--- config.mk ---
export PLATFORM = sky130hd
export DESIGN_NAME = bounded_fifo_search_drain_unit_flat
export DESIGN_NICKNAME = d
export VERILOG_FILES = /design/src/hw/rtl/bfsd_pkg.sv /design/src/hw/rtl/bfsd_ifs.sv /design/src/hw/rtl/bfsd_dp.sv /design/src/hw/rtl/bfsd_ctrl.sv /design/src/hw/rtl/bounded_fifo_search_drain_unit.sv /design/src/flat_wrapper.sv
export SDC_FILE = /design/constraint.sdc
export NUM_CORES = 1
export LEC_CHECK = 0
export ABC_CLOCK_PERIOD_IN_PS = 8200
export BUFFER_PORTS_ARGS = -buffer_cell sky130_fd_sc_hd__buf_2
export CELL_PAD_IN_SITES_DETAIL_PLACEMENT = 0
export CELL_PAD_IN_SITES_GLOBAL_PLACEMENT = 1
export CORE_MARGIN = 2
export CORE_UTILIZATION = 56
export CTS_BUF_LIST = sky130_fd_sc_hd__clkbuf_8
export CTS_CLUSTER_SIZE = 20
export DETAILED_ROUTE_END_ITERATION = 10
export GPL_ROUTABILITY_DRIVEN = 0
export HOLD_SLACK_MARGIN = 0.1
export PLACE_DENSITY = 0.86
export SYNTH_ARGS = -nofsm -noshare
export SYNTH_HDL_FRONTEND = slang
export SYNTH_SLANG_ARGS = --single-unit
--- constraint.sdc ---
create_clock -name clk -period 8.2 [get_ports clk]
set_clock_uncertainty 0.1 [all_clocks]
set_input_delay 0.82 -clock clk [delete_from_list [all_inputs] [get_ports clk]]
set_output_delay 0.82 -clock clk [all_outputs]
set_load 0.05 [all_outputs]
--- src/hw/rtl/bfsd_pkg.sv ---
// Shared constants, codes and controller/datapath types for the search-and-drain queue.
package bfsd_pkg;

	localparam int KEY_W       = 32;
	localparam int TIME_W      = 16;
	localparam int OCC_W       = 5;
	localparam int DEPTH_DEF   = 16;
	localparam int MAX_RESULTS = 16;
	localparam int NRES_W      = $clog2(MAX_RESULTS);

	localparam logic [1:0] REQ_PUSH   = 2'd0;
	localparam logic [1:0] REQ_POP    = 2'd1;
	localparam logic [1:0] REQ_SEARCH = 2'd2;
	localparam logic [1:0] REQ_DRAIN  = 2'd3;

	localparam logic [1:0] ST_OK    = 2'd0;
	localparam logic [1:0] ST_FULL  = 2'd1;
	localparam logic [1:0] ST_EMPTY = 2'd2;
	localparam logic [1:0] ST_NOKEY = 2'd3;

	typedef struct packed {
		logic       ld_req;
		logic       push_wr;
		logic       rd_head;
		logic       rd_next;
		logic       hold;
		logic       pop_adv;
		logic       srch_init;
		logic       srch_step;
		logic       emit;
		logic       emit_item;
		logic       emit_last;
		logic [1:0] emit_status;
	} bfsd_cmd_t;

	typedef struct packed {
		logic [1:0] req_type;
		logic       full;
		logic       empty;
		logic       more_one;
		logic       head_le;
		logic       n_last;
		logic       srch_done;
		logic       found;
		logic       out_free;
	} bfsd_stat_t;

endpackage

--- src/hw/rtl/bfsd_ifs.sv ---
// Valid/ready channel interfaces for the request and result transactions.
interface bfsd_req_if;
	logic                             valid;
	logic                             ready;
	logic [1:0]                       req_type;
	logic [bfsd_pkg::KEY_W-1:0]       key_in;
	logic [bfsd_pkg::TIME_W-1:0]      time_in;

	modport source(output valid, req_type, key_in, time_in, input ready);
	modport sink(input valid, req_type, key_in, time_in, output ready);
endinterface

interface bfsd_rsp_if;
	logic                             valid;
	logic                             ready;
	logic [1:0]                       status;
	logic                             item_valid;
	logic [bfsd_pkg::KEY_W-1:0]       key_out;
	logic [bfsd_pkg::TIME_W-1:0]      time_out;
	logic [bfsd_pkg::OCC_W-1:0]       occupancy;
	logic                             is_full;
	logic                             is_empty;
	logic                             last;

	modport source(output valid, status, item_valid, key_out, time_out, occupancy,
		is_full, is_empty, last, input ready);
	modport sink(input valid, status, item_valid, key_out, time_out, occupancy,
		is_full, is_empty, last, output ready);
endinterface

--- src/hw/rtl/bfsd_dp.sv ---
// Datapath: entry memory, pointers, count, search walker, drain hold and result register.
module bfsd_dp #(
	parameter int QUEUE_DEPTH = bfsd_pkg::DEPTH_DEF
) (
	input  logic                          clk,
	input  logic                          arst_n,
	input  bfsd_pkg::bfsd_cmd_t           cmd,
	output bfsd_pkg::bfsd_stat_t          st,
	input  logic [1:0]                    req_type,
	input  logic [bfsd_pkg::KEY_W-1:0]    key_in,
	input  logic [bfsd_pkg::TIME_W-1:0]   time_in,
	bfsd_rsp_if.source                    rsp
);

	localparam int PTR_W = $clog2(QUEUE_DEPTH);
	localparam int CNT_W = $clog2(QUEUE_DEPTH + 1);

	logic [bfsd_pkg::KEY_W-1:0]  key_mem [QUEUE_DEPTH];
	logic [bfsd_pkg::TIME_W-1:0] time_mem [QUEUE_DEPTH];

	logic [1:0]                   req_type_q;
	logic [bfsd_pkg::KEY_W-1:0]   key_q;
	logic [bfsd_pkg::TIME_W-1:0]  time_q;
	logic [PTR_W-1:0]             head_q, tail_q, srch_p_q;
	logic [PTR_W-1:0]             head_nxt, tail_nxt, srch_p_nxt, rd_addr;
	logic [CNT_W-1:0]             cnt_q, cnt_nxt, srch_idx_q;
	logic [bfsd_pkg::NRES_W-1:0]  n_q;
	logic                         srch_pend_q, found_q, srch_rd, rd_en;
	logic [bfsd_pkg::KEY_W-1:0]   rd_key_q, hold_key_q;
	logic [bfsd_pkg::TIME_W-1:0]  rd_time_q, hold_time_q;
	logic                         out_valid_q, out_free;

	assign head_nxt   = (head_q == PTR_W'(QUEUE_DEPTH - 1)) ? '0 : head_q + 1'b1;
	assign tail_nxt   = (tail_q == PTR_W'(QUEUE_DEPTH - 1)) ? '0 : tail_q + 1'b1;
	assign srch_p_nxt = (srch_p_q == PTR_W'(QUEUE_DEPTH - 1)) ? '0 : srch_p_q + 1'b1;

	assign srch_rd = cmd.srch_step && (srch_idx_q < cnt_q);
	assign rd_en   = cmd.rd_head || cmd.rd_next || srch_rd;
	assign rd_addr = cmd.rd_head ? head_q : (cmd.rd_next ? head_nxt : srch_p_q);

	always_comb begin
		cnt_nxt = cnt_q;
		if (cmd.push_wr) begin
			cnt_nxt = cnt_q + 1'b1;
		end else if (cmd.pop_adv) begin
			cnt_nxt = cnt_q - 1'b1;
		end
	end

	assign out_free = !out_valid_q || rsp.ready;

	always_comb begin
		st.req_type  = req_type_q;
		st.full      = (cnt_q == CNT_W'(QUEUE_DEPTH));
		st.empty     = (cnt_q == '0);
		st.more_one  = (cnt_q > CNT_W'(1));
		st.head_le   = (rd_time_q <= time_q);
		st.n_last    = (n_q == bfsd_pkg::NRES_W'(bfsd_pkg::MAX_RESULTS - 1));
		st.srch_done = (srch_idx_q == cnt_q) && !srch_pend_q;
		st.found     = found_q;
		st.out_free  = out_free;
	end

	always_ff @(posedge clk) begin
		if (cmd.ld_req) begin
			req_type_q <= req_type;
			key_q      <= key_in;
			time_q     <= time_in;
		end
		if (cmd.push_wr) begin
			key_mem[tail_q]  <= key_q;
			time_mem[tail_q] <= time_q;
		end
		if (rd_en) begin
			rd_key_q  <= key_mem[rd_addr];
			rd_time_q <= time_mem[rd_addr];
		end
		if (cmd.hold) begin
			hold_key_q  <= rd_key_q;
			hold_time_q <= rd_time_q;
		end
	end

	always_ff @(posedge clk or negedge arst_n) begin
		if (!arst_n) begin
			head_q      <= '0;
			tail_q      <= '0;
			cnt_q       <= '0;
			n_q         <= '0;
			srch_p_q    <= '0;
			srch_idx_q  <= '0;
			srch_pend_q <= 1'b0;
			found_q     <= 1'b0;
		end else begin
			cnt_q <= cnt_nxt;
			if (cmd.push_wr) begin
				tail_q <= tail_nxt;
			end
			if (cmd.ld_req) begin
				n_q <= '0;
			end else if (cmd.pop_adv) begin
				head_q <= head_nxt;
				n_q    <= n_q + 1'b1;
			end
			if (cmd.srch_init) begin
				srch_p_q    <= head_q;
				srch_idx_q  <= '0;
				srch_pend_q <= 1'b0;
				found_q     <= 1'b0;
			end else begin
				srch_pend_q <= srch_rd;
				if (srch_rd) begin
					srch_p_q   <= srch_p_nxt;
					srch_idx_q <= srch_idx_q + 1'b1;
				end
				if (srch_pend_q && (rd_key_q == key_q)) begin
					found_q <= 1'b1;
				end
			end
		end
	end

	always_ff @(posedge clk or negedge arst_n) begin
		if (!arst_n) begin
			out_valid_q <= 1'b0;
		end else if (cmd.emit) begin
			out_valid_q <= 1'b1;
		end else if (rsp.ready) begin
			out_valid_q <= 1'b0;
		end
	end

	always_ff @(posedge clk) begin
		if (cmd.emit) begin
			rsp.status     <= cmd.emit_status;
			rsp.item_valid <= cmd.emit_item;
			rsp.key_out    <= cmd.emit_item ? hold_key_q : '0;
			rsp.time_out   <= cmd.emit_item ? hold_time_q : '0;
			rsp.occupancy  <= bfsd_pkg::OCC_W'(cnt_nxt);
			rsp.is_full    <= (cnt_nxt == CNT_W'(QUEUE_DEPTH));
			rsp.is_empty   <= (cnt_nxt == '0);
			rsp.last       <= cmd.emit_last;
		end
	end

	assign rsp.valid = out_valid_q;

	a_cnt_bound: assert property (@(posedge clk) disable iff (!arst_n)
		cnt_q <= CNT_W'(QUEUE_DEPTH))
		else $error("Entry count exceeds the queue depth.");

	a_no_overflow: assert property (@(posedge clk) disable iff (!arst_n)
		cmd.push_wr |-> !st.full)
		else $error("Entry written into a full queue.");

	a_no_underflow: assert property (@(posedge clk) disable iff (!arst_n)
		cmd.pop_adv |-> !st.empty)
		else $error("Entry removed from an empty queue.");

	a_emit_free: assert property (@(posedge clk) disable iff (!arst_n)
		cmd.emit |-> out_free)
		else $error("Result register overwritten before its transaction completed.");

	a_ptr_empty: assert property (@(posedge clk) disable iff (!arst_n)
		(cnt_q == '0) |-> (head_q == tail_q))
		else $error("Pointers disagree on an empty queue.");

endmodule

--- src/hw/rtl/bfsd_ctrl.sv ---
// Controller state machine that sequences each request over the datapath.
module bfsd_ctrl (
	input  logic                   clk,
	input  logic                   arst_n,
	input  logic                   req_valid,
	output logic                   req_ready,
	input  bfsd_pkg::bfsd_stat_t   st,
	output bfsd_pkg::bfsd_cmd_t    cmd
);

	localparam logic [2:0] S_IDLE     = 3'd0;
	localparam logic [2:0] S_DISP     = 3'd1;
	localparam logic [2:0] S_POP_HOLD = 3'd2;
	localparam logic [2:0] S_POP_OUT  = 3'd3;
	localparam logic [2:0] S_SRCH     = 3'd4;
	localparam logic [2:0] S_D_CHK    = 3'd5;
	localparam logic [2:0] S_D_LOOK   = 3'd6;

	logic [2:0] state_q, state_d;
	logic       more;

	assign req_ready = (state_q == S_IDLE);
	assign more      = st.more_one && !st.n_last && st.head_le;

	always_comb begin
		cmd     = '0;
		state_d = state_q;
		case (state_q)
			S_IDLE: begin
				if (req_valid) begin
					cmd.ld_req = 1'b1;
					state_d    = S_DISP;
				end
			end
			S_DISP: begin
				case (st.req_type)
					bfsd_pkg::REQ_PUSH: begin
						if (st.out_free) begin
							cmd.emit        = 1'b1;
							cmd.emit_last   = 1'b1;
							cmd.push_wr     = !st.full;
							cmd.emit_status = st.full ? bfsd_pkg::ST_FULL : bfsd_pkg::ST_OK;
							state_d         = S_IDLE;
						end
					end
					bfsd_pkg::REQ_POP, bfsd_pkg::REQ_DRAIN: begin
						if (st.empty) begin
							if (st.out_free) begin
								cmd.emit        = 1'b1;
								cmd.emit_last   = 1'b1;
								cmd.emit_status = bfsd_pkg::ST_EMPTY;
								state_d         = S_IDLE;
							end
						end else begin
							cmd.rd_head = 1'b1;
							state_d     = (st.req_type == bfsd_pkg::REQ_POP) ? S_POP_HOLD
								: S_D_CHK;
						end
					end
					bfsd_pkg::REQ_SEARCH: begin
						cmd.srch_init = 1'b1;
						state_d       = S_SRCH;
					end
					default: begin
						state_d = S_IDLE;
					end
				endcase
			end
			S_POP_HOLD: begin
				cmd.hold = 1'b1;
				state_d  = S_POP_OUT;
			end
			S_POP_OUT: begin
				if (st.out_free) begin
					cmd.emit        = 1'b1;
					cmd.emit_item   = 1'b1;
					cmd.emit_last   = 1'b1;
					cmd.emit_status = bfsd_pkg::ST_OK;
					cmd.pop_adv     = 1'b1;
					state_d         = S_IDLE;
				end
			end
			S_SRCH: begin
				cmd.srch_step = 1'b1;
				if (st.srch_done && st.out_free) begin
					cmd.emit        = 1'b1;
					cmd.emit_last   = 1'b1;
					cmd.emit_status = st.found ? bfsd_pkg::ST_OK : bfsd_pkg::ST_NOKEY;
					state_d         = S_IDLE;
				end
			end
			S_D_CHK: begin
				if (st.head_le) begin
					cmd.hold    = 1'b1;
					cmd.rd_next = st.more_one && !st.n_last;
					state_d     = S_D_LOOK;
				end else if (st.out_free) begin
					cmd.emit        = 1'b1;
					cmd.emit_last   = 1'b1;
					cmd.emit_status = bfsd_pkg::ST_OK;
					state_d         = S_IDLE;
				end
			end
			S_D_LOOK: begin
				if (st.out_free) begin
					cmd.emit        = 1'b1;
					cmd.emit_item   = 1'b1;
					cmd.emit_last   = !more;
					cmd.emit_status = bfsd_pkg::ST_OK;
					cmd.pop_adv     = 1'b1;
					state_d         = more ? S_D_CHK : S_IDLE;
				end
			end
			default: begin
				state_d = S_IDLE;
			end
		endcase
	end

	always_ff @(posedge clk or negedge arst_n) begin
		if (!arst_n) begin
			state_q <= S_IDLE;
		end else begin
			state_q <= state_d;
		end
	end

endmodule

--- src/hw/rtl/bounded_fifo_search_drain_unit.sv ---
// Top level of the bounded queue with key search and time-ordered drain.
// A request transaction on req carries req_type, key_in and time_in; results
// leave as transactions on rsp, one per request, or one per removed entry
// for a drain that removes any; last is set on each request's final result.
// Requests are taken one at a time: req.ready is high only while the unit is
// idle. A push gives its result from the dispatch state, a pop reads and
// then holds the head entry, and a search walks the entry memory, which
// has one registered read port, one entry per cycle. A drain reads the head
// entry, and while removing each entry it reads the one behind it.
// A finished result waits in an output register, so the next request can be
// accepted while it is still held; if rsp.ready stays low, the unit stalls
// at the next result it must hand over and nothing is lost or reordered.
// Asynchronous reset empties the queue and clears pending results; the
// stored entries themselves are not cleared and need no clearing pass.
// The result fields reflect the occupancy after each push or removal.
module bounded_fifo_search_drain_unit #(
	parameter int QUEUE_DEPTH = bfsd_pkg::DEPTH_DEF
) (
	input  logic        clk,
	input  logic        arst_n,
	bfsd_req_if.sink    req,
	bfsd_rsp_if.source  rsp
);

	bfsd_pkg::bfsd_cmd_t  cmd;
	bfsd_pkg::bfsd_stat_t st;
	logic                 req_ready;

	assign req.ready = req_ready;

	bfsd_ctrl u_ctrl (
		.clk       (clk),
		.arst_n    (arst_n),
		.req_valid (req.valid),
		.req_ready (req_ready),
		.st        (st),
		.cmd       (cmd)
	);

	bfsd_dp #(
		.QUEUE_DEPTH(QUEUE_DEPTH)
	) u_dp (
		.clk      (clk),
		.arst_n   (arst_n),
		.cmd      (cmd),
		.st       (st),
		.req_type (req.req_type),
		.key_in   (req.key_in),
		.time_in  (req.time_in),
		.rsp      (rsp)
	);

endmodule
--- src/flat_wrapper.sv ---
// flat-port wrapper written by rule: the top's interface ports become plain ports
module bounded_fifo_search_drain_unit_flat 
#(
	parameter int QUEUE_DEPTH = bfsd_pkg::DEPTH_DEF
)
  (clk, arst_n, req_valid, req_req_type, req_key_in, req_time_in, req_ready, rsp_valid, rsp_status, rsp_item_valid, rsp_key_out, rsp_time_out, rsp_occupancy, rsp_is_full, rsp_is_empty, rsp_last, rsp_ready);
  bfsd_req_if req_i ();
  bfsd_rsp_if rsp_i ();
  input  logic clk;
  input  logic arst_n;
  input wire logic [$bits(req_i.valid)-1:0] req_valid;
  input wire logic [$bits(req_i.req_type)-1:0] req_req_type;
  input wire logic [$bits(req_i.key_in)-1:0] req_key_in;
  input wire logic [$bits(req_i.time_in)-1:0] req_time_in;
  output wire logic [$bits(req_i.ready)-1:0] req_ready;
  output wire logic [$bits(rsp_i.valid)-1:0] rsp_valid;
  output wire logic [$bits(rsp_i.status)-1:0] rsp_status;
  output wire logic [$bits(rsp_i.item_valid)-1:0] rsp_item_valid;
  output wire logic [$bits(rsp_i.key_out)-1:0] rsp_key_out;
  output wire logic [$bits(rsp_i.time_out)-1:0] rsp_time_out;
  output wire logic [$bits(rsp_i.occupancy)-1:0] rsp_occupancy;
  output wire logic [$bits(rsp_i.is_full)-1:0] rsp_is_full;
  output wire logic [$bits(rsp_i.is_empty)-1:0] rsp_is_empty;
  output wire logic [$bits(rsp_i.last)-1:0] rsp_last;
  input wire logic [$bits(rsp_i.ready)-1:0] rsp_ready;
  assign req_i.valid = req_valid;
  assign req_i.req_type = req_req_type;
  assign req_i.key_in = req_key_in;
  assign req_i.time_in = req_time_in;
  assign req_ready = req_i.ready;
  assign rsp_valid = rsp_i.valid;
  assign rsp_status = rsp_i.status;
  assign rsp_item_valid = rsp_i.item_valid;
  assign rsp_key_out = rsp_i.key_out;
  assign rsp_time_out = rsp_i.time_out;
  assign rsp_occupancy = rsp_i.occupancy;
  assign rsp_is_full = rsp_i.is_full;
  assign rsp_is_empty = rsp_i.is_empty;
  assign rsp_last = rsp_i.last;
  assign rsp_i.ready = rsp_ready;
  bounded_fifo_search_drain_unit #(.QUEUE_DEPTH(QUEUE_DEPTH)) u_core (.clk(clk), .arst_n(arst_n), .req(req_i), .rsp(rsp_i));
endmodule
==> flow_results.xml <==
<?xml version="1.0" encoding="UTF-8"?>
<metrics>
  <group name="sta">
    <metric name="min_period_over_period" unit="">0.668</metric>
    <metric name="rsz0062_at_grt" unit="">false</metric>
    <metric name="finalHoldViolations" unit="">0</metric>
    <metric name="max-slew-margin-rel" unit="">0.223</metric>
    <metric name="finalWorstSetupSlack" unit="ns">2.72</metric>
    <metric name="final.setup.tns" unit="ns">0</metric>
    <metric name="layout_min_cycle_time" unit="ns">5.48</metric>
    <metric name="count_of_endpoints_failing_setup_in_the_final_report" unit="">0</metric>
    <metric name="maxClockFrequency" unit="GHz">0.183</metric>
    <metric name="final_max_slew_viol_count" unit="">0</metric>
    <metric name="worst_pin_slew" unit="ns">1.16</metric>
  </group>
  <group name="cells_and_area">
    <metric name="finish.utilization" unit="">0.634</metric>
    <metric name="area_growth_syn_to_layout" unit="%">12.5</metric>
    <metric name="design.final.nets" unit="">2458</metric>
    <metric name="fraction_of_layout_cells_with_a_size_suffix_above_1" unit="">0.155</metric>
    <metric name="fillCellCount" unit="">4667</metric>
  </group>
  <group name="power_and_ir_drop">
    <metric name="worst_ir_drop_vdd" unit="V">0.000346</metric>
    <metric name="power.share.sequential" unit="">0.446</metric>
    <metric name="p_comb_frac" unit="">0.314</metric>
    <metric name="p_sw_frac" unit="">0.353</metric>
    <metric name="leakage" unit="uW">0.0150</metric>
    <metric name="internal_power" unit="uW">10300</metric>
    <metric name="power.switching" unit="uW">5620</metric>
    <metric name="cellPowerDensity" unit="nW/um2">367</metric>
    <metric name="power.clock.fraction" unit="">0.240</metric>
  </group>
  <group name="synthesis">
    <metric name="synthesis.instances" unit="">2114</metric>
    <metric name="share_of_synthesized_area_occupied_by_flip_flops_and_latches" unit="">0.778</metric>
    <metric name="yosysWarnings" unit="">0</metric>
    <metric name="synth_enable_flop_cells" unit="">973</metric>
    <metric name="synthesis.area" unit="um2">38600</metric>
    <metric name="netlist-cell-type-count" unit="">68</metric>
    <metric name="yosys_most_used_dff" unit="">edfxtp_1</metric>
    <metric name="syn-num-nets" unit="">2200</metric>
    <metric name="syn-mean-instance-area" unit="um2">18.3</metric>
    <metric name="synth.ff_latch_count" unit="">1005</metric>
    <metric name="ys_async_sr_fraction" unit="">0.0318</metric>
  </group>
  <group name="global_routing">
    <metric name="groute.layer.met2.usage" unit="">0.405</metric>
    <metric name="grt_antenna_before_repair" unit="">2</metric>
    <metric name="groute.layer.met1.usage" unit="">0.356</metric>
    <metric name="gr-usage-met3" unit="">0.0595</metric>
    <metric name="total_track_usage" unit="">0.258</metric>
    <metric name="most_crowded_layer_after_global_routing" unit="">met2</metric>
    <metric name="maximum_number_of_pins_on_one_net_before_global_route_repair" unit="">110</metric>
    <metric name="grt_pass1_vias" unit="">20651</metric>
    <metric name="global_route_wire_length_before_repair" unit="um">131000</metric>
    <metric name="grt_overflow" unit="">0</metric>
  </group>
  <group name="worst_setup_path">
    <metric name="crit_end_category" unit="">flop</metric>
    <metric name="worst_setup_path_start_kind" unit="">flop</metric>
    <metric name="critical_path_arrival" unit="ns">5.91</metric>
    <metric name="crit_path_max_fanout" unit="">25</metric>
    <metric name="rrSetupSlack" unit="ns">2.72</metric>
    <metric name="worstPathRequired" unit="ns">8.63</metric>
    <metric name="r2r_cells" unit="">12</metric>
    <metric name="rr_startpoint" unit="">u_core.u_dp.time_q[13]</metric>
    <metric name="startpoint" unit="">u_core.u_dp.time_q[13]</metric>
    <metric name="reg2reg_to" unit="">u_core.u_dp.rd_key_q[13]</metric>
    <metric name="timing_worst_setup_path_type" unit="">reg2reg</metric>
  </group>
  <group name="drt">
    <metric name="wl_per_cell" unit="um">27.0</metric>
    <metric name="routed-via-count" unit="">20981</metric>
    <metric name="via_density" unit="">6.22</metric>
    <metric name="finalWirelength" unit="um">91100</metric>
    <metric name="drt_first_pass_iters" unit="">5</metric>
    <metric name="drtIter0Drc" unit="">2589</metric>
    <metric name="drc" unit="">0</metric>
    <metric name="route.antenna.remaining_nets" unit="">0</metric>
  </group>
  <group name="min_path">
    <metric name="worstHoldEndpoint" unit="">u_core.u_dp.key_q[3]</metric>
    <metric name="min_path_type" unit="">in2reg</metric>
    <metric name="worstHoldPathCells" unit="">1</metric>
    <metric name="hold_start" unit="">req_key_in[3]</metric>
  </group>
  <group name="cts">
    <metric name="clock-root-buffer" unit="">clkbuf_8</metric>
    <metric name="cts.path.max_buffers" unit="">3</metric>
    <metric name="cts_num_sinks" unit="">1005</metric>
    <metric name="ctsHoldBuffers" unit="">48</metric>
    <metric name="number_of_buffers_created_by_cts" unit="">156</metric>
    <metric name="clkTransAtPathRegs" unit="ns">0.06</metric>
    <metric name="worst_skew_pair.late_latency" unit="ns">0.84</metric>
    <metric name="cts_htree_levels" unit="">4</metric>
    <metric name="clock_tree_from_tritoncts" unit="">built</metric>
    <metric name="ctsResizeCount" unit="">0</metric>
    <metric name="postCtsSetupBuffers" unit="">0</metric>
  </group>
  <group name="flow_run">
    <metric name="cap_viol_max_count" unit="">0</metric>
  </group>
  <group name="floorplanning">
    <metric name="floorplan.die.height" unit="um">267</metric>
    <metric name="ios" unit="">115</metric>
    <metric name="initial_core_utilization" unit="">0.564</metric>
    <metric name="num_rows" unit="">96</metric>
    <metric name="design.core.area" unit="um2">68500</metric>
    <metric name="die-area" unit="um2">71000</metric>
    <metric name="die_width" unit="um">267</metric>
  </group>
  <group name="placement">
    <metric name="buffer_ports.inserted" unit="">114</metric>
    <metric name="dp_worst_setup_slack" unit="ns">2.85</metric>
    <metric name="post-dp-hpwl" unit="um">45800</metric>
  </group>
  <group name="status">
    <metric name="status" unit="">finished clean</metric>
  </group>
</metrics>
## cell type report
type / count / area (um2) / area share
sequential: 1005 / 30000 / 0.691
multi-input combinational: 970 / 7940 / 0.183
clock buffer: 158 / 2170 / 0.0501
timing repair buffer: 202 / 1390 / 0.0320
tap: 882 / 1100 / 0.0254
clock inverter: 117 / 648 / 0.0149
inverter: 37 / 139 / 0.00320
antenna: 2 / 5.00 / 0.000115
## cell usage in the layout, fill, tap and decap left out, types with 4 or more instances in the layout
cell type / n
a21oi_1: 9
and2_1: 51
and2_2: 4
buf_2: 114
buf_4: 36
clkbuf_8: 158
clkinv_1: 34
clkinv_2: 13
clkinv_8: 4
clkinvlp_4: 5
dfrtp_1: 32
dlygate4sd3_1: 49
edfxtp_1: 973
ha_1: 32
inv_1: 85
inv_8: 4
mux2i_1: 384
nand2_1: 29
nand3_1: 14
nand3_2: 9
nand4_1: 16
nor2_1: 28
nor2_4: 4
nor2b_1: 5
nor3_1: 6
nor3_2: 5
nor4_1: 5
nor4_2: 5
o21ai_0: 19
o22ai_1: 194
or4_1: 48
xnor2_1: 34
xor2_1: 10
## per-stage QoR
stage / instance area (um2) / total power, uW / cells / hold WS (ns)
5_1_grt: 43400 / 16500 / 3373 / 0.113
3_3_place_gp: 40100 / 12000 / 3047 / 0.360
2_1_floorplan: 38600 / 10700 / 2114 / 0.326
6_report: 43400 / 15900 / 3373 / 0.150
4_1_cts: 43400 / 15900 / 3370 / 0.101
3_5_place_dp: 40100 / 12100 / 3047 / 0.363
## registers in the layout (all words and copies together) (netlist names), 32 cells and up
name,flops
u_core.u_dp.hold_key_q,32
u_core.u_dp.time_mem,256
u_core.u_dp.key_q,32
u_core.u_dp.rd_key_q,32
u_core.u_dp.key_mem,512
u_core.u_dp.rsp.key_out,32
## layer usage
layer  wire [um]  up-vias
li1            -     8984
met1       36100    10522
met2       43100     1263
met3        9280      212
met4        2650        0
met5           0        -
## cell usage after synthesis, types with 19 or more instances
library cell | n | area (um2)
nand2_1 | 29 | 109
o22ai_1 | 194 | 1210
or4_1 | 48 | 360
o21ai_0 | 20 | 100
edfxtp_1 | 973 | 29200
ha_1 | 32 | 400
clkbuf_1 | 19 | 71.3
buf_2 | 60 | 300
nor2_1 | 32 | 120
dfrtp_1 | 32 | 801
mux2i_1 | 384 | 3840
and2_1 | 56 | 350
inv_1 | 35 | 131
nand3_1 | 19 | 95.1
xnor2_1 | 34 | 298
## worst max-delay path, cell delays in order, from the launching register on
cell and delay, ns:
edfxtp_1 0.66, inv_1 0.10, ha_1 0.34, nand4_2 0.20, nor4_2 0.37, a21boi_1 0.25
o41a_1 0.62, or2_1 0.40, o221ai_2 0.23, nand3_2 0.62, buf_4 0.57, o22ai_1 0.17
or4_1 0.54
## cell families (layout without fill, tap and decap cells)
kind of cell | count (synthesis) | count (layout) | share of synthesized area
DFF | 1005 | 1005 | 0.778
muxes | 385 | 385 | 0.0999
AOI/OAI and AO/OA | 263 | 263 | 0.0445
and+or+nand+nor | 245 | 245 | 0.0374
buffers and inverters | 139 | 514 | 0.0197
xor gates and xnor gates | 44 | 44 | 0.00999
adders and majority gates | 33 | 33 | 0.0106
other | 0 | 2 | 0
## power groups by stage
stage                     Clock, uW  Combinational, uW  Sequential [uW]
final                          3820               5000             7100
after global routing           4090               5290             7160
after CTS                      3870               4960             7090
after detailed placement          0               4920             7190
after global placement            0               4800             7160
after floorplan                   0               3370             7340
## how the worst max path moves through the flow
stage / to / slack (ns)
after floorplan: u_core.u_dp.key_mem[0][0] / 1.48
after global placement: u_core.u_dp.rd_time_q[9] / 3.02
after detailed placement: u_core.u_dp.rd_key_q[13] / 2.85
after CTS: u_core.u_dp.rd_key_q[20] / 2.79
after global routing: u_core.u_dp.rd_key_q[13] / 2.50
final: u_core.u_dp.rd_key_q[13] / 2.72
Power figures use the tool's default switching activity.
